## config.mk

```make
export PLATFORM = sky130hd
export DESIGN_NAME = lmsmc_cell
export DESIGN_NICKNAME = d
export VERILOG_FILES = /design/src/rtl/lmsmc_pkg.sv /design/src/rtl/lmsmc_cell.sv
export SDC_FILE = /design/constraint.sdc
export NUM_CORES = 1
export LEC_CHECK = 0
export BUFFER_PORTS_ARGS = -buffer_cell sky130_fd_sc_hd__buf_2
export CORE_AREA = 4 4 57 59
export CTS_BUF_LIST = sky130_fd_sc_hd__clkbuf_16
export DETAILED_ROUTE_END_ITERATION = 10
export DIE_AREA = 0 0 61 63
export PLACE_DENSITY = 0.8
export SYNTH_ARGS = -nofsm -noshare
export SYNTH_HDL_FRONTEND = slang
export SYNTH_SLANG_ARGS = --single-unit
```

## constraint.sdc

```tcl
create_clock -name clk -period 3.4 [get_ports clk]
set_clock_uncertainty 0.15 [all_clocks]
set_input_delay 0.51 -clock clk [delete_from_list [all_inputs] [get_ports clk]]
set_output_delay 0.51 -clock clk [all_outputs]
set_load 0.02 [all_outputs]
```

## src/rtl/lmsmc_pkg.sv

```systemverilog
// Shared types, field widths and codes for the LRU multi-size miss counter.
`default_nettype none

package lmsmc_pkg;

  // Field widths fixed by the request and result formats.
  localparam int ADDR_W     = 24;
  localparam int CNT_W      = 32;
  localparam int SIZE_W     = 9;
  localparam int CCNT_W     = 3;
  localparam int OIDX_W     = 2;
  localparam int CFG_IDX_W  = 3;
  localparam int CFG_DATA_W = 9;

  // At most this many counts leave in one report.
  localparam int MAX_OUT = 4;

  // Defaults for the top-level parameters.
  localparam int DEF_STACK_DEPTH = 256;
  localparam int DEF_NUM_SIZES   = 4;

  // Reset value of the cache count register.
  localparam logic [CCNT_W-1:0] CACHE_COUNT_RESET = 3'd4;

  // Register indexes on the configuration port.
  localparam logic [CFG_IDX_W-1:0] CFG_CACHE_COUNT = 3'd0;
  localparam logic [CFG_IDX_W-1:0] CFG_SIZE_0      = 3'd1;

  // Request kinds carried in tuser.
  localparam logic ACT_ACCESS = 1'b0;
  localparam logic ACT_REPORT = 1'b1;

  // Sequencer states.
  typedef enum logic [1:0] {
    ST_IDLE,
    ST_ENC,
    ST_UPD,
    ST_RPT
  } state_t;

  // Controls from the sequencer to every stack cell.
  typedef struct packed {
    logic cmp;
    logic upd;
  } cell_ctl_t;

  // Controls from the sequencer to the counter bank.
  typedef struct packed {
    logic upd;
    logic clr;
  } cnt_ctl_t;

endpackage

`default_nettype wire

```

## src/rtl/lmsmc_cell.sv

```systemverilog
// One entry of the LRU stack: address, valid bit and match flag.
`default_nettype none

module lmsmc_cell
  import lmsmc_pkg::*;
#(
  parameter int          PW  = 8,
  parameter int unsigned IDX = 0
) (
  input  wire logic              clk,
  input  wire logic              rst_n,
  input  wire cell_ctl_t         ctl,
  input  wire logic [ADDR_W-1:0] cmp_addr,
  input  wire logic [PW-1:0]     pos,
  input  wire logic [ADDR_W-1:0] up_addr,
  input  wire logic              up_valid,
  output logic      [ADDR_W-1:0] addr,
  output logic                   valid,
  output logic                   match
);

  logic [ADDR_W-1:0] addr_r;
  logic              valid_r;
  logic              match_r;
  logic              shift;

  // Entries at or above the hit position take their upper neighbor.
  assign shift = ctl.upd && (PW'(IDX) <= pos);

  always_ff @(posedge clk) begin
    if (!rst_n) begin
      valid_r <= 1'b0;
    end else if (shift) begin
      valid_r <= up_valid;
    end
  end

  always_ff @(posedge clk) begin
    if (shift) begin
      addr_r <= up_addr;
    end
  end

  // Compare against the incoming address when an access request is taken.
  always_ff @(posedge clk) begin
    if (ctl.cmp) begin
      match_r <= valid_r && (addr_r == cmp_addr);
    end
  end

  assign addr  = addr_r;
  assign valid = valid_r;
  assign match = match_r;

endmodule

`default_nettype wire

```

=== Word level (Yosys, flattened, before mapping) ===
Index checks and enable logic that the tools add are counted.

* Shifts and indexed selects: 0
* Bitwise gates (word level): 0
* Eq/ne operators: 1
* Multipliers: 0
* $add $sub $neg: 0
* Mux-type cells: 0
* Div/mod/pow operators: 0
* Order comparisons: 1
* Reduce and logical (&&, ||, !) cells: 2

{| class="wikitable"
|+ Operator list
! cell !! count
|-
| == test 24 bit || 1
|-
| less-or-equal comparator 1 x 8 -> 1 bit, first input constant || 1
|-
| logical AND 1 bit || 2
|}

* Bits of input ports: 61
* Flip-flop bits (word level): 26
* Bits in writable memories: 0
* Word-level logic and storage cells: 7
* Latch bits: 0
* Memories kept: 0
* Memory bits (read-only): 0
* Output and inout bits: 26

=== Longest topological paths before layout ===
* Word-level depth: 2
* Gate-level depth with buffers: 4

=== Worst setup path before layout ===
OpenSTA, ideal clock, no wires.

* Path type: reg2reg
* Start: register addr_r[19] (netlist: addr[19])
* End: register match_r (netlist: match), data pin
* Stages on the path, launching flop included: 5
* Arrival time: 1226 ps
* Path slack: 1855 ps
* Data required time: 3080 ps
* Buffers on the path: 0
* Library setup time: 170 ps
* Cells stage by stage: edfxtp_1 xor2_1 nor4_1 nand3_1 nor4_2

* Cells in the longest elaborated chain, start to end: 2

{| class="wikitable"
|+ RTL lines
! element !! RTL line !! source
|-
| start: declaration || lmsmc_cell.sv:22 || <nowiki>logic [ADDR_W-1:0] addr_r;</nowiki>
|-
| start signal: assignment || lmsmc_cell.sv:40 || <nowiki>addr_r <= up_addr;</nowiki>
|-
| == test 24 bit || lmsmc_cell.sv:47 || <nowiki>match_r <= valid_r && (addr_r == cmp_addr);</nowiki>
|-
| logical AND 1 bit || lmsmc_cell.sv:47 ||
|-
| end signal: assignment || lmsmc_cell.sv:47 ||
|-
| end: declaration || lmsmc_cell.sv:24 || <nowiki>logic match_r;</nowiki>
|}

Every way passes these cells.
A chain may end at the register's enable or synchronous reset.

=== Final worst setup path ===
Ends and elaborated chain as after synthesis.

==> impl_results.md <==
- Status: finished clean
- CP required: around 3.3 ns
- Slowest-stage cell, CP: edfxtp_1
- Die ar.: roughly 0.0038 mm2
- I/O pins: 87
- Hold Fails Final Rpt: 0
- Worst reg2reg path endpoint: match
- Ant diodes: 0
- GP Congestion: approximately 0.67
- GRT Resource Usage Total: 0.133
- Post-synthesis sequential area ratio: 0.730
- Actual slew at the worst max-slew pin: 0.525 ns
- CTS Sinks: 26
- Depth of the CTS H-tree: 1
- Final setup vio count: 0
- Syn. warnings: 0
- WS Path Type: flip-flop to flip-flop
- Aggregate global routing overflow: 0
- Synth top area cells: edfxtp_1, xor2_1, xnor2_1, dfxtp_1, nor4_1
- Share of layout cells above drive strength 1: 0.573
- IO buf count: just under 80
- Worst Setup SP: addr[19]
- Synth Flop Type: edfxtp_1
- # rows: 19
- Leak Pwr: 0.699 nW
- Placement Cell Area: 0.00149 mm2
- Hold Path End: addr[23]
- Hold Path Class: primary input to flip-flop
- Reg2reg path depth: 4
- CTS tree: yes
- Crit path largest cell delay: 0.40 ns
- Setup TNS: 0 ns
- Most instantiated cells after synthesis: edfxtp_1, xor2_1, xnor2_1, nor4_1
- Synth cell types: 11
- Post-route ant nets: 0
- Max-slew violation count: 0
- Max-cap violations: 0
- Worst path cell trace: xor2_1, nor4_1, nand3_1, nor4_2
- Hold path cells: 1
- Vias post-DR: between 700 and 800
- Nets@finish: 205
- Reg-to-reg slack, setup: roughly 1.8 ns
- Vias in the first global route: roughly 850
- Pin count of the biggest net entering global routing: 26
- Post-CTS Setup Repair Bufs: 0
- Die Span Y: ~63 um
- Critical Path Source Type: flip-flop
- CTS buffer count: 3
- Worst Path Buf+Inv: 0
- Mean routed wirelength per cell: roughly 14 um
- Post-Syn Instances: between 60 and 70
- First-pass GRT wire length: approximately 3.8 mm
- Core Box Area: 0.00271 mm2
- Cts hold-fix bufs: 0
- Initial core utilization: 0.390
- Synth async-reset ratio: 0
- Worst reg2reg startpoint: addr[19]
- CP Capture Type: flip-flop
- P per Cell Area: around 490 mW/mm2
- Most common cell in the netlist: edfxtp_1
- Total Routed Length: 2.37 mm
- Die width: about 60 um
- Worst hold start: up_addr[23]
- Crit-path max FO: 2
- Via/cell ratio: ~4.5
- Syn_nets: 122
- Antenna violations before repair: 0
- Area delta synth->final: 48.1%
- Top-area cell type share of the netlist area: 0.711
- RSZ-0062 raised after global routing: no
- Yosys reg bits: 26
- Biggest area consumer among synthesized cells: edfxtp_1
- Achievable Freq: about 640 MHz
- Slew headroom: 0.650
- Synth Cell Area: about 0.0011 mm2
- DPL Wire Length: 2.01 mm
- Longest Clk Path Bufs: 2
- Clock transition at path regs: 0.06 ns
- Worst VDD drop: around 470 uV
- Fin area: approximately 0.0016 mm2
- DRC viols: 0
- Tcrit/Tclk final: 0.456
- Syn_area_per_cell: 17.3 um2
- Critical path's top delay family: simple AND/OR/NAND/NOR gates
- Post_cts resized: 0
- Clk_lat worst skew: between 0.2 and 0.3 ns
- CP Data Arrival Time: roughly 1.5 ns
- 1st-iter DRT viols: 9
- Clock root buffer master: clkbuf_16
- Number of synthesized flops with an enable pin: 25
- Min Tclk post-route: roughly 1.6 ns
- First-pass iteration count of the detailed router: 4
==> cells by family (layout without fill, tap and decap cells) <==
logic type / Yosys count / after routing / synth area share
flip-flops: 26 / 26 / 0.730
XOR/XNOR: 24 / 24 / 0.199
multiplexers: 1 / 1 / 0.00948
buffers and inverters: 0 / 82 / 0
AND/OR/NAND/NOR: 10 / 10 / 0.0616
==> per-layer routing <==
layer / global-route usage / vias to the layer above / wire, um / part of all wire
li1: - / 388 / - / -
met1: 0.137 / 349 / 769 / 0.32
met2: 0.238 / 49 / 1270 / 0.53
met3: 0.0517 / 2 / 320 / 0.13
met4: 0.0407 / 0 / 16 / 0.0067
met5: 0 / - / 0 / 0
==> worst register-to-register path, stage by stage, from the launching register on <==
cell      delay (ns)
edfxtp_1        0.40
xor2_1          0.16
nor4_1          0.32
nand3_1         0.15
nor4_2          0.21
==> worst max path at each step <==
stage / slack, ns / end / depth (start not counted)
finish: 1.85 / match / 4
global route: 1.78 / match / 4
CTS: 1.84 / match / 4
detailed placement: 1.63 / match / 5
global placement: 1.64 / match / 5
floorplan: 1.85 / match / 4
==> placed cells by master (no fill, tap or decap), drive strengths merged <==
cell	synthesis	routed
nand3	2	2
inv	0	1
nand4	2	2
xnor2	9	9
nor3	1	1
nor4	4	4
dfxtp	1	1
edfxtp	25	25
clkbuf	0	3
buf	0	78
nor2b	1	1
mux2i	1	1
xor2	15	15
==> sequential cells by signal, indices dropped and copies added, names as in the netlist <==
name,count
match,1
addr,24
valid,1
==> layout make-up <==
type / instances / area (um2)
Fill cell: 229 / 1150
Sequential cell: 26 / 771
Timing Repair Buffer: 78 / 390
Multi-Input combinational cell: 35 / 285
Clock buffer: 3 / 75.1
Tap cell: 31 / 38.8
Clock inverter: 1 / 3.75
==> stage by stage <==
step	hold slack [ns]	utilization	std cells	setup slack (ns)	total power [W]
6_report	0.281	0.577	174	1.85	0.000765
5_1_grt	0.273	0.577	174	1.78	0.000803
4_1_cts	0.278	0.577	174	1.84	0.000775
3_5_place_dp	0.391	0.548	170	1.63	0.000526
3_3_place_gp	0.375	0.548	170	1.64	0.000521
2_1_floorplan	0.451	-	61	1.85	0.000461
==> power breakdown <==
| part | internal, W | total (W) | switching, W |
|---|---|---|---|
| clock network | 0.000157 | 0.000247 | 0.0000905 |
| registers | 0.000379 | 0.000395 | 0.0000156 |
| logic | 0.0000560 | 0.000122 | 0.0000664 |
(Power assumes the default switching activity.)
