**src/rtl/lmsmc_pkg.sv**
```systemverilog
// Shared types, field widths and codes for the LRU multi-size miss counter.
`default_nettype none

package lmsmc_pkg;

  // Field widths fixed by the request and result formats.
  localparam int ADDR_W     = 24;
  localparam int CNT_W      = 32;
  localparam int SIZE_W     = 9;
  localparam int CCNT_W     = 3;
  localparam int OIDX_W     = 2;
  localparam int CFG_IDX_W  = 3;
  localparam int CFG_DATA_W = 9;

  // At most this many counts leave in one report.
  localparam int MAX_OUT = 4;

  // Defaults for the top-level parameters.
  localparam int DEF_STACK_DEPTH = 256;
  localparam int DEF_NUM_SIZES   = 4;

  // Reset value of the cache count register.
  localparam logic [CCNT_W-1:0] CACHE_COUNT_RESET = 3'd4;

  // Register indexes on the configuration port.
  localparam logic [CFG_IDX_W-1:0] CFG_CACHE_COUNT = 3'd0;
  localparam logic [CFG_IDX_W-1:0] CFG_SIZE_0      = 3'd1;

  // Request kinds carried in tuser.
  localparam logic ACT_ACCESS = 1'b0;
  localparam logic ACT_REPORT = 1'b1;

  // Sequencer states.
  typedef enum logic [1:0] {
    ST_IDLE,
    ST_ENC,
    ST_UPD,
    ST_RPT
  } state_t;

  // Controls from the sequencer to every stack cell.
  typedef struct packed {
    logic cmp;
    logic upd;
  } cell_ctl_t;

  // Controls from the sequencer to the counter bank.
  typedef struct packed {
    logic upd;
    logic clr;
  } cnt_ctl_t;

endpackage

`default_nettype wire

```
**src/rtl/lmsmc_enc.sv**
```systemverilog
// Turns the one-hot match row of the stack into a registered position.
`default_nettype none

module lmsmc_enc
  import lmsmc_pkg::*;
#(
  parameter int DEPTH = DEF_STACK_DEPTH,
  parameter int PW    = $clog2(DEF_STACK_DEPTH)
) (
  input  wire logic             clk,
  input  wire logic             en,
  input  wire logic [DEPTH-1:0] match,
  output logic      [PW-1:0]    pos,
  output logic                  found
);

  logic [PW-1:0] pos_r;
  logic [PW-1:0] pos_nxt;
  logic          found_r;
  logic          found_nxt;

  // At most one entry matches, so OR-ing the indexes gives its position.
  // A miss reports the bottom entry so that the whole stack shifts.
  always_comb begin
    logic [PW-1:0] enc;
    enc       = '0;
    found_nxt = 1'b0;
    for (int i = 0; i < DEPTH; i++) begin
      if (match[i]) begin
        enc       = enc | PW'(i);
        found_nxt = 1'b1;
      end
    end
    pos_nxt = found_nxt ? enc : PW'(DEPTH - 1);
  end

  always_ff @(posedge clk) begin
    if (en) begin
      pos_r   <= pos_nxt;
      found_r <= found_nxt;
    end
  end

  assign pos   = pos_r;
  assign found = found_r;

endmodule

`default_nettype wire

```
**config.mk**
```make
export PLATFORM = sky130hd
export DESIGN_NAME = lmsmc_enc
export DESIGN_NICKNAME = d
export VERILOG_FILES = /design/src/rtl/lmsmc_pkg.sv /design/src/rtl/lmsmc_enc.sv
export SDC_FILE = /design/constraint.sdc
export NUM_CORES = 1
export LEC_CHECK = 0
export BUFFER_PORTS_ARGS = -buffer_cell sky130_fd_sc_hd__buf_4
export CAP_MARGIN = 20
export CORE_AREA = 5 5 99 101
export CTS_CLUSTER_SIZE = 16
export DETAILED_ROUTE_END_ITERATION = 8
export DIE_AREA = 0 0 104 106
export GPL_ROUTABILITY_DRIVEN = 0
export HOLD_SLACK_MARGIN = 0.12
export PLACE_DENSITY = 0.62
export SLEW_MARGIN = 20
export SYNTH_ARGS = -nofsm -noshare
export SYNTH_HDL_FRONTEND = slang
export SYNTH_SLANG_ARGS = --single-unit
```
**constraint.sdc**
```tcl
create_clock -name clk -period 2.3 [get_ports clk]
set_input_delay 0.345 -clock clk [delete_from_list [all_inputs] [get_ports clk]]
set_output_delay 0.345 -clock clk [all_outputs]
set_load 0.02 [all_outputs]
```
# ---- Word level (Yosys, flattened, before mapping)
# Index checks and enable logic that the tools add are counted.
dict set report totals {
  out_inout_bits 9
  input_bits 258
  regBits 9
  word_cells 521
}
dict set report op_classes {
  n_mux 503
  reduce_logical 8
  bitwise 1
}
# op count
set ops {}
lappend ops {{7-bit two-way mux} 64}
lappend ops {{6-bit two-way mux} 64}
lappend ops {{1-bit two-way mux} 263}
lappend ops {{5-bit two-way mux} 48}
lappend ops {{129-bit OR reduction} 1}
lappend ops {{4-bit two-way mux} 32}
lappend ops {{65-bit OR reduction} 1}
lappend ops {{3-bit two-way mux} 20}
lappend ops {{33-bit OR reduction} 1}
lappend ops {{2-bit two-way mux} 12}
lappend ops {{17-bit OR reduction} 1}
lappend ops {{9-bit OR reduction} 1}
lappend ops {{5-bit OR reduction} 1}
lappend ops {{3-bit OR reduction} 1}
lappend ops {{2-bit OR reduction} 1}
lappend ops {{1-bit NOT} 1}

# ---- Logic depth before layout (Yosys ltp)
# Gate-level depths: netlist of the first run.
dict set report depth {
  ltp_word 258
  mapped_depth 5
  depth_no_buf 5
}

# ---- Least setup slack after synthesis of the first run
# Ideal clock, no wire load.
dict set report synth_path {
  path_kind {input port to flip-flop}
  start {in match[187]}
  end {reg pos_r[3] (netlist: pos[3]), data pin}
  required_ns 2.013
  slack_ns -0.114
  n_path_buf 0
  cell_stages 5
  setup_ns 0.287
  arrival_time_ns 2.128
  path_cell_list {or4_4 or4_4 or4_4 nor3_2 o2111ai_1}
}
dict set report synth_via {
  elab_chain_len 71
  word_cells_on_any_way 108
  cone_classes {mux: 106; bitwise: 1; reduce/logical: 1}
}
# element line_no
set synth_rtl {}
lappend synth_rtl {{start, declared} lmsmc_enc.sv:12} ;# input wire logic [DEPTH-1:0] match,
lappend synth_rtl {{1-bit two-way mux (69 in a row)} lmsmc_enc.sv:29} ;# if (match[i]) begin
lappend synth_rtl {{1-bit NOT (no source line)} -}
lappend synth_rtl {{9-bit OR reduction (no source line)} -}
lappend synth_rtl {{end signal, assigned} lmsmc_enc.sv:39} ;# pos_r <= pos_nxt;
lappend synth_rtl {{end, declared} lmsmc_enc.sv:17} ;# logic [PW-1:0] pos_r;
# Several ways; a longest one is shown, not always the timed one.
# A chain may end at the register's enable or synchronous reset.

# ---- Worst setup path in the final report of the first run
dict set report layout_path {
  start {in match[224]}
  end {reg pos_r[6] (netlist: pos[6]), data pin}
}
dict set report layout_via {
  elab_chain_len 34
}
# element line_no
set layout_rtl {}
lappend layout_rtl {{1-bit two-way mux (32 in a row)} lmsmc_enc.sv:29}
lappend layout_rtl {{1-bit NOT (no source line)} -}
lappend layout_rtl {{65-bit OR reduction (no source line) *} -}
# Every way passes the cells marked *; elsewhere a longest branch is shown, timed or not.

==> run summary, run 1 <==
Nets = 831
Hold WC Path Type = input port to register
total CTS buffers = 3
top-level port count = 267
max-cap check violation count = 0
CTS Hold Buffers Added = 0
Synth Flop Type = edfxtp_1
clock buffer depth = 2
total of warnings raised by yosys = 0
cell area power density = 215.0 mW/mm^2
Post-synth EDFFs = 9
post-synthesis async set-or-reset flop share = 0
startpoint types = input port
CP max FO = 5
antenna fix cells = 0
Routed Wire Length = 16770 um
largest net degree at the start of global routing = 10
commonest non-fill, non-tap cells in the layout = 318 x buf_4, 102 x nor4_1, 23 x nand4_1
Yosys cell types = 29
CP Data Required Time = 2270 ps
total power = 953.2 uW
Final setup viols = 0
fin. max-slew vios = 0
Final ANT Viol Nets = 0
DRC errors left = 0
TritonRoute pass-1 iters = 5
antenna violations before repair = 0
post-synthesis sequential area ratio = 0.1556
net count after synthesis = 501
die height = 106 um
RSZ-0062 raised after global routing = yes
Initial Utilization = 0.1944
HPWL Detailed = 15450 um
Initial DRC Count = 355
share of cells above drive strength 1 = 0.5962
row count = 35
synthesis-to-finish area growth = 155.3%
VDD IR max = 0.1380 mV
H-tree depth = 1
CTS tree = done
Setup TNS = 0 ps
commonest non-fill, non-tap cell in the layout = buf_4
DP Cell Count = 675
Leakage = 1.948 nW
Tmin final = 2261 ps
GRT Resource Usage Total = 0.2797
Mapped Area = 0.001737 mm^2
Crit. End Element = register
die area = 0.01102 mm^2
Hold Fails Final Rpt = 0
status = completed
Core ar. = 0.008934 mm^2
Vias/cell = 5.767
fmax = 442.3 MHz
flops & latches, synth = 9
Finished Cell Area = 0.004433 mm^2
CTS sink count = 9
number of fill cells = 942
part of the cycle the worst path needs = 0.9831
Syn Area/Cell = 7.147 um^2
Post-Syn Instances = 243
Area after DPL = 0.004285 mm^2
Finished Layout Cells = 683
clk slew on worst S/H paths = 40 ps
Die X = 104 um
grt ovf = 0
vias in the first global route = 4252
clock root buffer = clkbuf_8
global-route wire length before repair = 23920 um
crit path DAT = 2230 ps
routed len/inst = 24.55 um
Port Buffers = 266
worst-margin pin slew = 568.3 ps
Max-slew headroom = 0.6176
Crit Path Class = input port to register
routed vias = 3939
-- cells in the mapped netlist, types with 2 or more instances --
cell type	n	area, um^2
o2111ai_1	4	35.03
nand2_1	12	45.04
or3_1	5	31.28
or4_4	3	33.78
o211ai_1	2	15.01
nor4_1	103	644.4
nand4_1	23	143.9
edfxtp_1	9	270.3
nand3_1	8	40.04
nor2_1	14	52.55
and3_1	2	12.51
nand4b_1	3	26.28
nor4_2	2	25.02
or4_1	15	112.6
and4_1	3	26.28
nor3_1	22	110.1
-- final timing paths --
| kind | start | depth (start not counted) | end |
|---|---|---|---|
| worst min-delay path | en | 1 | pos[3] |
| worst max-delay path | match[224] | 6 | pos[6] |
-- state kept, by name, summed over array words and instances (netlist names) --
signal	flops
pos	8
found	1
-- logic make-up (layout without fill, tap and decap cells) --
kind of cell	count (synthesis)	in the layout	share of synthesized area
AO/OA/AOI/OAI	7	7	0.03169
buffers and inverters	0	329	0
flip-flops	9	9	0.1556
AND/OR/NAND/NOR	227	227	0.8127
-- per-stage QoR --
stage | hold slack (ps) | utilization | setup WS (ps)
2_1_floorplan | 457.5 | - | -114.2
4_1_cts | 406.8 | 0.4878 | 17.97
3_3_place_gp | 642.4 | 0.4797 | -277.9
5_1_grt | 406.5 | 0.4962 | -32.86
3_5_place_dp | 644.5 | 0.4797 | -315.5
6_report | 411.0 | 0.4962 | 38.96
-- critical path, stage by stage --
cell	delay [ps]
buf_6	90
or4_4	540
or4_4	440
nor4_4	270
nand4b_4	170
or3b_1	370
-- routing by layer --
| layer | track usage | routed length, um |
|---|---|---|
| met1 | 0.3290 | 6075 |
| met2 | 0.4845 | 8200 |
| met3 | 0.06011 | 1566 |
| met4 | 0.1286 | 928 |
| met5 | 0 | 0 |
-- what timing repair did --
item / 4_1_cts / 5_1_grt
pin swaps: 7 / 4
setup buffers: 2 / 2
gates resized for setup: 2 / 12
endpoints found under the setup margin: 7 / 6
-- power breakdown --
part	leakage (nW)	internal, mW	switching, mW	total, mW
combinational	1.83	0.354	0.230	0.583
clock	0.0228	0.120	0.0576	0.178
sequential	0.0908	0.189	0.00288	0.192
-- area by class of cell --
class	count	area (um^2)	area share
Timing Repair Buffer	325	2466	0.5563
Multi-Input combinational cell	234	1513	0.3412
Sequential cell	9	270.3	0.06097
Tap cell	111	138.9	0.03133
Clock buffer	4	45.04	0.01016
Power figures use the tool's default switching activity.
==> run 2: changes to the inputs <==
- PLACE_DENSITY: 0.62 -> not set
==> run 2 against run 1 <==
Net effect:
- the flow now finishes with violations (negative setup slack)
- cell count decreased by 0.15%
- critical path type unchanged
- combinational power about the same
- sequential share of layout area about the same
- die area unchanged
- setup slack got worse by 77 ps
- clock-buffer cell count unchanged
- global-route usage decreased by 0.093 points
==> run summary, run 2 (synthesized netlist as in run 1, its figures left out) <==
status = finished, violations left
failing checks = negative setup slack
CP Data Required Time = 2250 ps
GRT Resource Usage Total = 0.2788
VDD IR max = 0.2037 mV
RSZ-0062 raised after global routing = yes
Vias/cell = 5.692
Final ANT Viol Nets = 0
Final setup viols = 1
Nets = 830
fin. max-slew vios = 0
Initial DRC Count = 282
commonest non-fill, non-tap cell in the layout = buf_4
Crit Path Class = input port to register
synthesis-to-finish area growth = 155.8%
largest net degree at the start of global routing = 10
worst-margin pin slew = 534.2 ps
row count = 35
Hold WC Path Type = input port to register
global-route wire length before repair = 23650 um
Core Util, Final = 0.4973
cell area power density = 213.9 mW/mm^2
Area after DPL = 0.004300 mm^2
CP max FO = 2
max FFs per register = 8
clk slew on worst S/H paths = 40 ps
clock buffer depth = 2
H-tree depth = 1
Port Buffers = 266
crit path DAT = 2290 ps
max-cap check violation count = 0
clock root buffer = clkbuf_8
fmax = 427.8 MHz
CTS sink count = 9
total CTS buffers = 3
antenna fix cells = 0
Max-slew headroom = 0.6406
Core ar. = 0.008934 mm^2
routed vias = 3882
Finished Cell Area = 0.004443 mm^2
vias in the first global route = 4216
startpoint types = input port
die height = 106 um
total power = 950.3 uW
Crit. End Element = register
commonest non-fill, non-tap cells in the layout = 319 x buf_4, 101 x nor4_1, 23 x nand4_1
top-level port count = 267
Die X = 104 um
final worst slack = -37.65 ps
part of the cycle the worst path needs = 1.016
DRC errors left = 0
Tmin final = 2338 ps
Routed Wire Length = 16660 um
HPWL Detailed = 15400 um
Hold Fails Final Rpt = 0
grt ovf = 0
die area = 0.01102 mm^2
Initial Utilization = 0.1944
CTS tree = done
share of cells above drive strength 1 = 0.6025
TritonRoute pass-1 iters = 5
Leakage = 1.942 nW
number of fill cells = 917
routed len/inst = 24.43 um
antenna violations before repair = 0
run 2: cell count changes in the layout (fill, tap and decap cells not counted):
cell | before | now
nor4_1 | 102 | 101
buf_6 | 7 | 5
o2111ai_2 | 0 | 3
o2111ai_1 | 4 | 1
buf_4 | 318 | 319
nor4_2 | 1 | 2
run 2: final timing paths:
| kind | cells after the start | slack [ps] | startpoint | to |
|---|---|---|---|---|
| worst max-delay path | 6 | -40 | match[190] | pos[3] |
| worst min-delay path | 1 | 410 | en | pos[0] |
run 2: area by class of cell:
type | instances | area, um^2 | area share
timing repair buffer | 324 | 2451 | 0.5517
multi-input combinational | 234 | 1538 | 0.3461
sequential | 9 | 270.3 | 0.06083
tap | 111 | 138.9 | 0.03126
clock buffer | 4 | 45.04 | 0.01014
run 2: through the flow:
step	setup TNS (ps)	setup WS [ps]	hold slack, ps	instances
floorplan	-193.1	-114.2	457.5	243
CTS	0	2.454	410.1	681
detailed placement	-2454	-355.4	642.1	677
finish	-37.65	-37.65	413.9	682
global placement	-1836	-298.6	639.6	677
global route	-114.1	-76.25	424.8	682
run 2: repair_timing:
action,in CTS,in global routing
resized for setup,6,10
endpoints found under the setup margin,6,8
hold buffers,0,0
buffers inserted,0,1
pin swaps,6,4
run 2: power breakdown:
part	switching [mW]	internal [mW]	leakage [nW]	total, mW
sequential	0.00294	0.189	0.0908	0.192
combinational	0.230	0.354	1.83	0.584
clock	0.0539	0.120	0.0228	0.174
total	0.287	0.663	1.94	0.950
run 2: layer usage:
layer / global-route usage / part of all wire / up-vias
li1: - / - / 1783
met1: 0.3238 / 0.36 / 1792
met2: 0.4918 / 0.50 / 257
met3: 0.06254 / 0.091 / 50
met4: 0.1166 / 0.044 / 0
met5: 0 / 0 / -
run 2: worst max-delay path, stage by stage:
cell	delay, ps
buf_6	90
or4_4	560
or4_4	560
or4_4	450
nor3_4	150
o2111ai_2	140
