===== config.mk =====
export PLATFORM = sky130hd
export DESIGN_NAME = lmsmc_cnt
export DESIGN_NICKNAME = d
export VERILOG_FILES = /design/src/rtl/lmsmc_pkg.sv /design/src/rtl/lmsmc_cnt.sv
export SDC_FILE = /design/constraint.sdc
export NUM_CORES = 1
export LEC_CHECK = 0
export ABC_CLOCK_PERIOD_IN_PS = 4100
export BUFFER_PORTS_ARGS = -buffer_cell sky130_fd_sc_hd__buf_2
export CAP_MARGIN = 20
export CORE_MARGIN = 2
export CORE_UTILIZATION = 45
export CTS_CLUSTER_DIAMETER = 40
export DETAILED_ROUTE_END_ITERATION = 8
export PLACE_DENSITY = 0.63
export SKIP_CTS_REPAIR_TIMING = 1
export SYNTH_ARGS = -nofsm -noshare
export SYNTH_HDL_FRONTEND = slang
export SYNTH_SLANG_ARGS = --single-unit

===== constraint.sdc =====
create_clock -name clk -period 4.1 [get_ports clk]
set_input_delay 0 -clock clk [delete_from_list [all_inputs] [get_ports clk]]
set_output_delay 0 -clock clk [all_outputs]
set_load 0.005 [all_outputs]

===== src/rtl/lmsmc_pkg.sv =====
// Shared types, field widths and codes for the LRU multi-size miss counter.
`default_nettype none

package lmsmc_pkg;

  // Field widths fixed by the request and result formats.
  localparam int ADDR_W     = 24;
  localparam int CNT_W      = 32;
  localparam int SIZE_W     = 9;
  localparam int CCNT_W     = 3;
  localparam int OIDX_W     = 2;
  localparam int CFG_IDX_W  = 3;
  localparam int CFG_DATA_W = 9;

  // At most this many counts leave in one report.
  localparam int MAX_OUT = 4;

  // Defaults for the top-level parameters.
  localparam int DEF_STACK_DEPTH = 256;
  localparam int DEF_NUM_SIZES   = 4;

  // Reset value of the cache count register.
  localparam logic [CCNT_W-1:0] CACHE_COUNT_RESET = 3'd4;

  // Register indexes on the configuration port.
  localparam logic [CFG_IDX_W-1:0] CFG_CACHE_COUNT = 3'd0;
  localparam logic [CFG_IDX_W-1:0] CFG_SIZE_0      = 3'd1;

  // Request kinds carried in tuser.
  localparam logic ACT_ACCESS = 1'b0;
  localparam logic ACT_REPORT = 1'b1;

  // Sequencer states.
  typedef enum logic [1:0] {
    ST_IDLE,
    ST_ENC,
    ST_UPD,
    ST_RPT
  } state_t;

  // Controls from the sequencer to every stack cell.
  typedef struct packed {
    logic cmp;
    logic upd;
  } cell_ctl_t;

  // Controls from the sequencer to the counter bank.
  typedef struct packed {
    logic upd;
    logic clr;
  } cnt_ctl_t;

endpackage

`default_nettype wire


===== src/rtl/lmsmc_cnt.sv =====
// Configuration registers and saturating miss counters, one per cache size.
`default_nettype none

module lmsmc_cnt
  import lmsmc_pkg::*;
#(
  parameter int NC = DEF_NUM_SIZES,
  parameter int PW = $clog2(DEF_STACK_DEPTH)
) (
  input  wire logic                  clk,
  input  wire logic                  rst_n,
  input  wire logic                  cfg_we,
  input  wire logic [CFG_IDX_W-1:0]  cfg_index,
  input  wire logic [CFG_DATA_W-1:0] cfg_wdata,
  input  wire cnt_ctl_t              ctl,
  input  wire logic                  found,
  input  wire logic [PW-1:0]         pos,
  input  wire logic [OIDX_W-1:0]     rd_idx,
  output logic      [CNT_W-1:0]      rd_count,
  output logic      [CCNT_W-1:0]     act_n
);

  localparam int CW = (PW > SIZE_W) ? PW : SIZE_W;

  logic [CCNT_W-1:0] cache_count_r;
  logic [SIZE_W-1:0] size_r [NC];
  logic [CNT_W-1:0]  cnt_r  [NC];

  // Number of caches in use, limited to the counters present.
  assign act_n = (cache_count_r > CCNT_W'(NC)) ? CCNT_W'(NC) : cache_count_r;

  // Cache count register.
  always_ff @(posedge clk) begin
    if (!rst_n) begin
      cache_count_r <= CACHE_COUNT_RESET;
    end else if (cfg_we && (cfg_index == CFG_CACHE_COUNT)) begin
      cache_count_r <= cfg_wdata[CCNT_W-1:0];
    end
  end

  // Size registers and counters, one set per cache.
  for (genvar k = 0; k < NC; k++) begin : g_cache
    logic miss;

    // A cache misses when the address is absent or sits at or below its size.
    assign miss = !found || (CW'(pos) >= CW'(size_r[k]));

    always_ff @(posedge clk) begin
      if (!rst_n) begin
        size_r[k] <= SIZE_W'(1) << k;
      end else if (cfg_we && (cfg_index == CFG_SIZE_0 + CFG_IDX_W'(k))) begin
        size_r[k] <= cfg_wdata[SIZE_W-1:0];
      end
    end

    always_ff @(posedge clk) begin
      if (!rst_n) begin
        cnt_r[k] <= '0;
      end else if (ctl.clr) begin
        cnt_r[k] <= '0;
      end else if (ctl.upd && miss && (CCNT_W'(k) < act_n) && (cnt_r[k] != '1)) begin
        cnt_r[k] <= cnt_r[k] + CNT_W'(1);
      end
    end
  end

  // Read port for the report sequence.
  always_comb begin
    rd_count = '0;
    for (int k = 0; k < NC; k++) begin
      if (rd_idx == OIDX_W'(k)) begin
        rd_count = cnt_r[k];
      end
    end
  end

endmodule

`default_nettype wire


; Word level (Yosys, flattened, before mapping)
; Memory sizes are Yosys's and may differ from the RTL's.
; Index checks and enable logic that the tools add are counted.
; W data, S select, Z words.
[word_totals]
ff_bits = 3
mem_bits_rw = 164
output_inout_bits = 35
memories = 2
[classes]
add_sub_neg = 4
order_cmp = 9
eq_ne = 11
n_mux = 49
n_bitwise = 12
n_reduce_logical = 24
[mem_list]
columns = name, words, width, rd, rd_ports_with_merged_regs, write_ports, line
row1 = cnt_r, 4, 32, 4, 0, 4, lmsmc_cnt.sv:27  ; logic [CNT_W-1:0] cnt_r [NC];
row2 = size_r, 4, 9, 4, 0, 4, lmsmc_cnt.sv:26  ; logic [SIZE_W-1:0] size_r [NC];
[ops]
columns = cell, count
row1 = $mux W32, 12
row2 = $add A32 B1 Y32 const B, 4
row3 = $ne A32 B32 Y1 const B, 4
row4 = $ge A8 B9 Y1, 4
row5 = $mux W9, 4
row6 = $mux W1, 32
row7 = $logic_and A1 B1 Y1, 17
row8 = $or A1 B1 Y1, 12
row9 = $eq A3 B2 Y1 const B, 2
row10 = $lt A1 B3 Y1 const A, 2
row11 = $lt A2 B3 Y1 const A, 2
row12 = $eq A2 B2 Y1 const B, 2
row13 = $logic_or A1 B1 Y1, 4
row14 = $eq A3 B1 Y1 const B, 1
row15 = $eq A3 B3 Y1 const B, 1
row16 = $gt A3 B3 Y1 const B, 1
row17 = $logic_not A3 Y1, 1
row18 = $mux W3, 1
row19 = $eq A2 B1 Y1 const B, 1
row20 = $logic_not A2 Y1, 1
row21 = $logic_not A1 Y1, 1

; Longest topological paths before layout
; Gate-level depths: netlist of the first run.
[logic_depth]
depth_word = 10
ltp_mapped = 9

; Worst setup path before layout of the first run
; OpenSTA, ideal clock, no wires.
[synth_timing]
kind = reg-to-reg
start = memory cnt_r[1][0]
end = memory cnt_r[1][0], enable pin
setup_ps = 466
t_arrival_ps = 3665
setup_slack_ps = -31
path_stages_with_launch = 9
period_less_slack_ps = 4131
path_cell_list = edfxtp_1 -> ha_1 -> inv_1 -> or4_4 -> buf_6 -> nor3_4 -> and3_4 -> buf_12 -> o21ai_0
[synth_rtl]
columns = item, line
row1 = start: declaration, lmsmc_cnt.sv:27

==> results of run 1 <==
## worst paths after layout
check	slack, ps	startpoint	endpoint
hold reg to reg	570	cache_count_r[0]	cache_count_r[0]
hold / removal	3	cfg_index[1]	size_r[2][2]
setup reg to reg	1260	cnt_r[1][0]	cnt_r[1][9]
setup / recovery	1260	cnt_r[1][0]	cnt_r[1][9]
## cells by family (layout without fill, tap and decap cells)
family                   count (synthesis)  after routing
adder cells (fa/ha/maj)                 36             36
AND/OR/NAND/NOR                        429            429
AO/OA/AOI/OAI                           38             38
buffers and inverters                   81            165
multiplexers                            35             35
XOR/XNOR                               119            119
flip-flops                             167            167
## layer usage
metal,wire length (um),global-route usage (%)
met1,10900,28.2
met2,11700,34.3
met3,1320,3.25
met4,529,6.47
met5,0,0
## worst reg2reg max path: cells and delay by family (launching register included)
family / cells / cell delay, ps
adder cells (fa/ha/maj): 1 / 280
flip-flops: 1 / 430
AND/OR/NAND/NOR: 3 / 1460
AO/OA/AOI/OAI: 1 / 130
buffers and inverters: 2 / 280
## registers in the layout, summed over array words and instances (netlist names)
register	count
size_r	36
cache_count_r	3
cnt_r	128
## area by class of cell
cell class                 count  area [um2]
clock buffer                  17         425
clock inverter                15         141
fill                        1965       11000
inverter                      38         143
multi-input combinational    657        5040
sequential                   167        4980
tap                          285         357
timing repair buffer          95         598
## synthesized netlist by cell type (all sizes together)
library cell,instances
nand4b,1
nor2b,7
nor4bb,1
nand4,42
nand2,46
nand3,55
a21oi,7
buf,18
nor3,140
a311o,3
a21o,1
o221ai,3
o21bai,3
edfxtp,164
or4,2
nor3b,4
xnor2,44
xor2,75
a211oi,4
mux2i,3
and3,24
o31ai,1
clkbuf,25
inv,38
o21a,3
and2,33
nor2,37
nand2b,5
or2,3
o21ai,8
o221a,1
ha,36
and4,9
a2bb2oi,1
dfxtp,3
nor4,13
or3,7
mux4,32
o211ai,3
## stage by stage
step / total power (W) / hold slack, ps
after floorplan: 0.00234 / 61.9
after global placement: 0.00249 / 224
after detailed placement: 0.00250 / 227
after CTS: 0.00406 / -217
after global routing: 0.00419 / 19.2
final: 0.00404 / 3.10
## report_power, final
group,total (W),switching [W],internal (W)
Sequential,0.00209,0.000114,0.00198
Clock,0.00156,0.000712,0.000849
Combinational,0.000386,0.000205,0.000181
Total,0.00404,0.00103,0.00301
==> key figures, run 1 <==
Status
  • Run status: completed

Floorplanning
  • Die area: 24300 um2
  • Starting Density: 45.9%
  • I/O pin total: 63
  • Core Region: 22600 um2
  • Site Rows: between 50 and 60
  • Die H: 156 um
  • Die width: 156 um

Synth
  • Synth Area in Simple Gates: 24.1%
  • Sequential fraction of the synthesis area: 48.0%
  • Biggest area consumer among synthesized cells: edfxtp_1
  • Synth Area in Compound Gates: under 10%
  • Post-synth cell types: 55
  • Yosys Warn Count: 0
  • Mux cell area share after synthesis: 7.26%
  • Syn Std Cell Area: 10400 um2
  • Cell count after synthesis: between 900 and 1k
  • Syn Nets: just under 1k
  • Synth top area share: 47.4%
  • Synth area leaders: edfxtp_1 (47%), mux4_2 (6.7%), xor2_1 (6.3%)
  • #FFs+latches synth: about 170
  • Largest family of logic cells by synthesized area: simple AND/OR/NAND/NOR gates
  • Area share of fa/ha/maj cells after synthesis: 4.33%
  • XOR/XNOR Fraction of Synth Area: 10.0%
  • Syn Area/Cell: between 10 and 15 um2

STA
  • Count of final hold-check violations: 0
  • Clk_skew: ~11 ps
  • Worst-margin pin slew: 1020 ps
  • Final period utilization: 69.2%
  • Crit path time final: 2840 ps
  • Final setup vio count: 0
  • Setup_tns: 0 ps
  • Worst slew margin: between 30% and 40%
  • RSZ-0062 raised after global routing: no
  • Final WS setup: 1260 ps
  • Max Slew Vio Count: 0
  • Max frequency: about 350 MHz

Route
  • Final wirelength: 24500 um
  • Via count: 7403
  • DRT Pass-1 Iters: 5
  • Drt via density: 5.81
  • Post-DRT Antenna Nets: 0
  • DR iter-0 viols: 544
  • Avg WL per Cell: 19.2 um
  • DRC: 0

Global routing
  • First-pass GRT wire length: ~39000 um
  • Vias in the first global route: 7251
  • Gr ovfl total: 0
  • Initial antenna violation count: 0
  • Pin count of the biggest net entering global routing: 34
  • Total GRT Usage: around a fifth

Setup path
  • Worst-path cell chain: ha_1 > inv_1 > or4_4 > nor3_4 > and3_4 > o21ai_2 > buf_4
  • Slowest stage cell, crit path: or4_4
  • CP Buf/Inv Count: 2
  • Worst path required time: 4270 ps
  • Stages on the worst setup path: 7
  • WS Path Type: flip-flop to flip-flop
  • Element type at the critical path start: flip-flop
  • Cell family with most CP delay: simple AND/OR/NAND/NOR gates
  • R2r worst-path depth: 7
  • Max FO, Critical Path: 33
  • Crit end category: flip-flop
  • Arr. time, crit path: 3000 ps
  • Largest stage delay on the critical path: 650 ps

Clock network
  • Num CTS Buffers: 17
  • CTS root buf: clkbuf_16
  • Bufs on Longest Clock Path: 2
  • CTS tree: built
  • H-tree depth: 4
  • Clk sinks: 167
  • Clock-pin slew on the worst setup and hold paths: 70 ps
  • Insertion delay to the later sink of the worst-skew pair: approximately 420 ps

Place
  • Post-DP Area: about 11000 um2
  • GPL Wtd Cong: 0.873
  • PortBufs: 62
  • Post-DP HPWL: 17900 um
  • Pre-CTS WS: 1260 ps
  • Placed Instances: 1229

Job
  • Max-Cap Viols: 0

Final layout
  • Commonest non-fill, non-tap cell in the layout: edfxtp_1
  • P&R area growth vs syn: 12.5%
  • Final Cell Area: 11700 um2
  • Highest-count cells in the layout ignoring fill and taps: edfxtp_1 (164), nor3_1 (108), xor2_1 (75)
  • Share of cells above drive strength 1: 20.1%
  • Fin cells: ~1.3k
  • Final core occ: 51.6%
  • Final #Nets: 1040
  • # diodes: 0

Power
  • Pwr dens: ~350 nW/um2
  • LEAKAGE: 4.10 nW
  • Worst ir drop on vdd: 0.214 mV

Worst hold path
  • Hold depth: 3
  • Type of the most critical hold path: input pin to flip-flop
Power figures use the tool's default switching activity.
==> inputs of run 2 (changes only) <==
--- a/config.mk
+++ b/config.mk
@@ -5,7 +5,7 @@
 export SDC_FILE = /design/constraint.sdc
 export NUM_CORES = 1
 export LEC_CHECK = 0
-export ABC_CLOCK_PERIOD_IN_PS = 4100
+export ABC_CLOCK_PERIOD_IN_PS = 2400
 export BUFFER_PORTS_ARGS = -buffer_cell sky130_fd_sc_hd__buf_2
 export CAP_MARGIN = 20
 export CORE_MARGIN = 2
==> constraint.sdc (replaced) <==
create_clock -name clk -period 2.4 [get_ports clk]
set_input_delay 0 -clock clk [delete_from_list [all_inputs] [get_ports clk]]
set_output_delay 0 -clock clk [all_outputs]
set_load 0.005 [all_outputs]
==> run 2 against run 1 <==
- the flow now finishes with violations (hold timing)
- clock power increased by 71%
- clock-buffer cell count grew 1
- combinational power rose by 120%
- largest power group unchanged
- critical path depth unchanged
- sequential power grew 68%
==> key figures, run 2 (synthesis results as in run 1) <==
Final layout
  • Biggest regs: cnt_r: 128 flops, size_r: 36 flops, cache_count_r: 3 flops
  • Largest Register: cnt_r
  • Final Cell Area: 12500 um2
  • Share of cells above drive strength 1: between 20% and 30%
  • # diodes: 0
  • Filler cells: 1935
  • Final #Nets: 1132
  • Commonest non-fill, non-tap cell in the layout: edfxtp_1
  • Max FFs per register: 128
  • Highest-count cells in the layout ignoring fill and taps: edfxtp_1 (164), nor3_1 (108), buf_4 (105)
  • P&R area growth vs syn: 20.3%

Clock network
  • Clk sinks: 167
  • Bufs on Longest Clock Path: 2
  • CTS root buf: clkbuf_16
  • Insertion delay to the later sink of the worst-skew pair: roughly 430 ps
  • H-tree depth: 4
  • CTS tree: built
  • Num CTS Buffers: 17
  • Clock-pin slew on the worst setup and hold paths: about 70 ps

Floorplanning
  • I/O pin total: 63
  • Die H: 156 um
  • Starting Density: 45.9%
  • Site Rows: 55
  • Core Region: 22600 um2
  • Die width: 156 um
  • Die area: 24300 um2

Setup path
  • Max FO, Critical Path: 15
  • Element type at the critical path start: flip-flop
  • Slowest stage cell, crit path: or4_4
  • Largest stage delay on the critical path: 560 ps
  • Arr. time, crit path: ~2500 ps
  • Register-to-register setup slack: roughly 120 ps
  • RR Endpoint: cnt_r[1][2]
  • R2r worst-path depth: 7
  • RR Startpoint: cnt_r[1][1]
  • Worst path required time: 2580 ps
  • Worst-path cell chain: ha_2 > inv_1 > or4_4 > nor3_4 > and3_4 > buf_4 > nor3_1
  • WS Path Type: flip-flop to flip-flop
  • Crit end category: flip-flop

Route
  • Avg WL per Cell: about 19 um
  • Final wirelength: 26100 um
  • DRT Pass-1 Iters: 5
  • Via count: 7743
  • DRC: 0
  • DR iter-0 viols: about 590
  • Drt via density: 5.67
  • Post-DRT Antenna Nets: 0

Worst hold path
  • Worst Hold End: size_r[2][2]
  • Type of the most critical hold path: input pin to flip-flop
  • Hold depth: 3
  • Worst Min Path Start: cfg_index[1]

Place
  • GPL Wtd Cong: 0.854
  • Post-DP HPWL: 19500 um
  • PortBufs: 62
  • Post-DP Area: 11700 um2

STA
  • Max Slew Vio Count: 0
  • Final setup vio count: 0
  • Clk_skew: 12.4 ps
  • Final period utilization: between 90% and 100%
  • Count of final hold-check violations: 1
  • RSZ-0062 raised after global routing: yes
  • Worst-margin pin slew: 796 ps
  • Max frequency: 439 MHz
  • Setup_tns: 0 ps
  • Worst slew margin: about 47%
  • Crit path time final: 2280 ps
  • Hold_ws: -9.16 ps

Job
  • Max-Cap Viols: 0

Global routing
  • Gr ovfl total: 0
  • Total GRT Usage: 22.0%
  • Vias in the first global route: 7594
  • Initial antenna violation count: 0
  • First-pass GRT wire length: between 40000 and 50000 um
  • Pin count of the biggest net entering global routing: 33

Power
  • LEAKAGE: 4.58 nW
  • Final Power: 0.00703 W
  • Worst ir drop on vdd: ~0.35 mV
  • Pwr dens: 562 nW/um2

Status
  • Run status: finished, violations left
  • Failing checks: hold timing
==> run 2: cell count changes in the layout (fill, tap and decap cells not counted), sizes merged <==
cell | previous run | this run
bufinv | 1 | 2
inv | 44 | 39
o21ai | 8 | 9
clkbuf | 18 | 19
clkinv | 7 | 5
buf | 83 | 174
clkinvlp | 1 | 5
==> run 2: layout make-up <==
class	count	area [um2]	share of cell area (%)
multi-input cells	658	5100	40.8
clock buffers	18	429	3.43
inverters	38	143	1.14
clock inverters	13	131	1.05
repair buffers	186	1360	10.9
well taps	285	357	2.85
flip-flops and latches	167	4980	39.9
==> run 2: routing by layer <==
metal	part of all wire (%)	global-route usage, %
met5	0	0
met4	2.2	6.73
met3	5.4	4.06
met1	42	28.2
met2	50	37.9
==> run 2: worst max-delay path: cells and delay by family, from the launching register on <==
kind | cells | cell delay, ps
buffers and inverters | 2 | 320
DFF | 1 | 350
adders and majority gates | 1 | 230
and+or+nand+nor | 4 | 1120
==> run 2: report_power, final <==
group | total, W | switching, W | internal (W)
sequential | 0.00352 | 0.000146 | 0.00337
clock | 0.00267 | 0.00115 | 0.00152
combinational | 0.000835 | 0.000430 | 0.000405
total | 0.00703 | 0.00173 | 0.00529
==> run 2: worst max-delay path by stage <==
stage                              end  slack [ps]          from
after global placement     cnt_r[2][6]        -310  size_r[2][4]
after detailed placement   cnt_r[2][6]        -320  size_r[2][4]
after CTS                 cnt_r[2][27]        -350  size_r[2][4]
after floorplan            cnt_r[1][0]         -10   cnt_r[1][0]
after global routing       cnt_r[1][1]        -0.3   cnt_r[1][9]
final                      cnt_r[1][2]         120   cnt_r[1][1]
==> run 2: metrics by stage <==
step                      cells  utilization (%)  setup slack (ps)
after global routing       1365             55.2            -0.294
after detailed placement   1318             51.7              -318
final                      1365             55.2               121
after CTS                  1349             54.2              -352
after global placement     1318             51.7              -308
after floorplan             905                -             -11.6
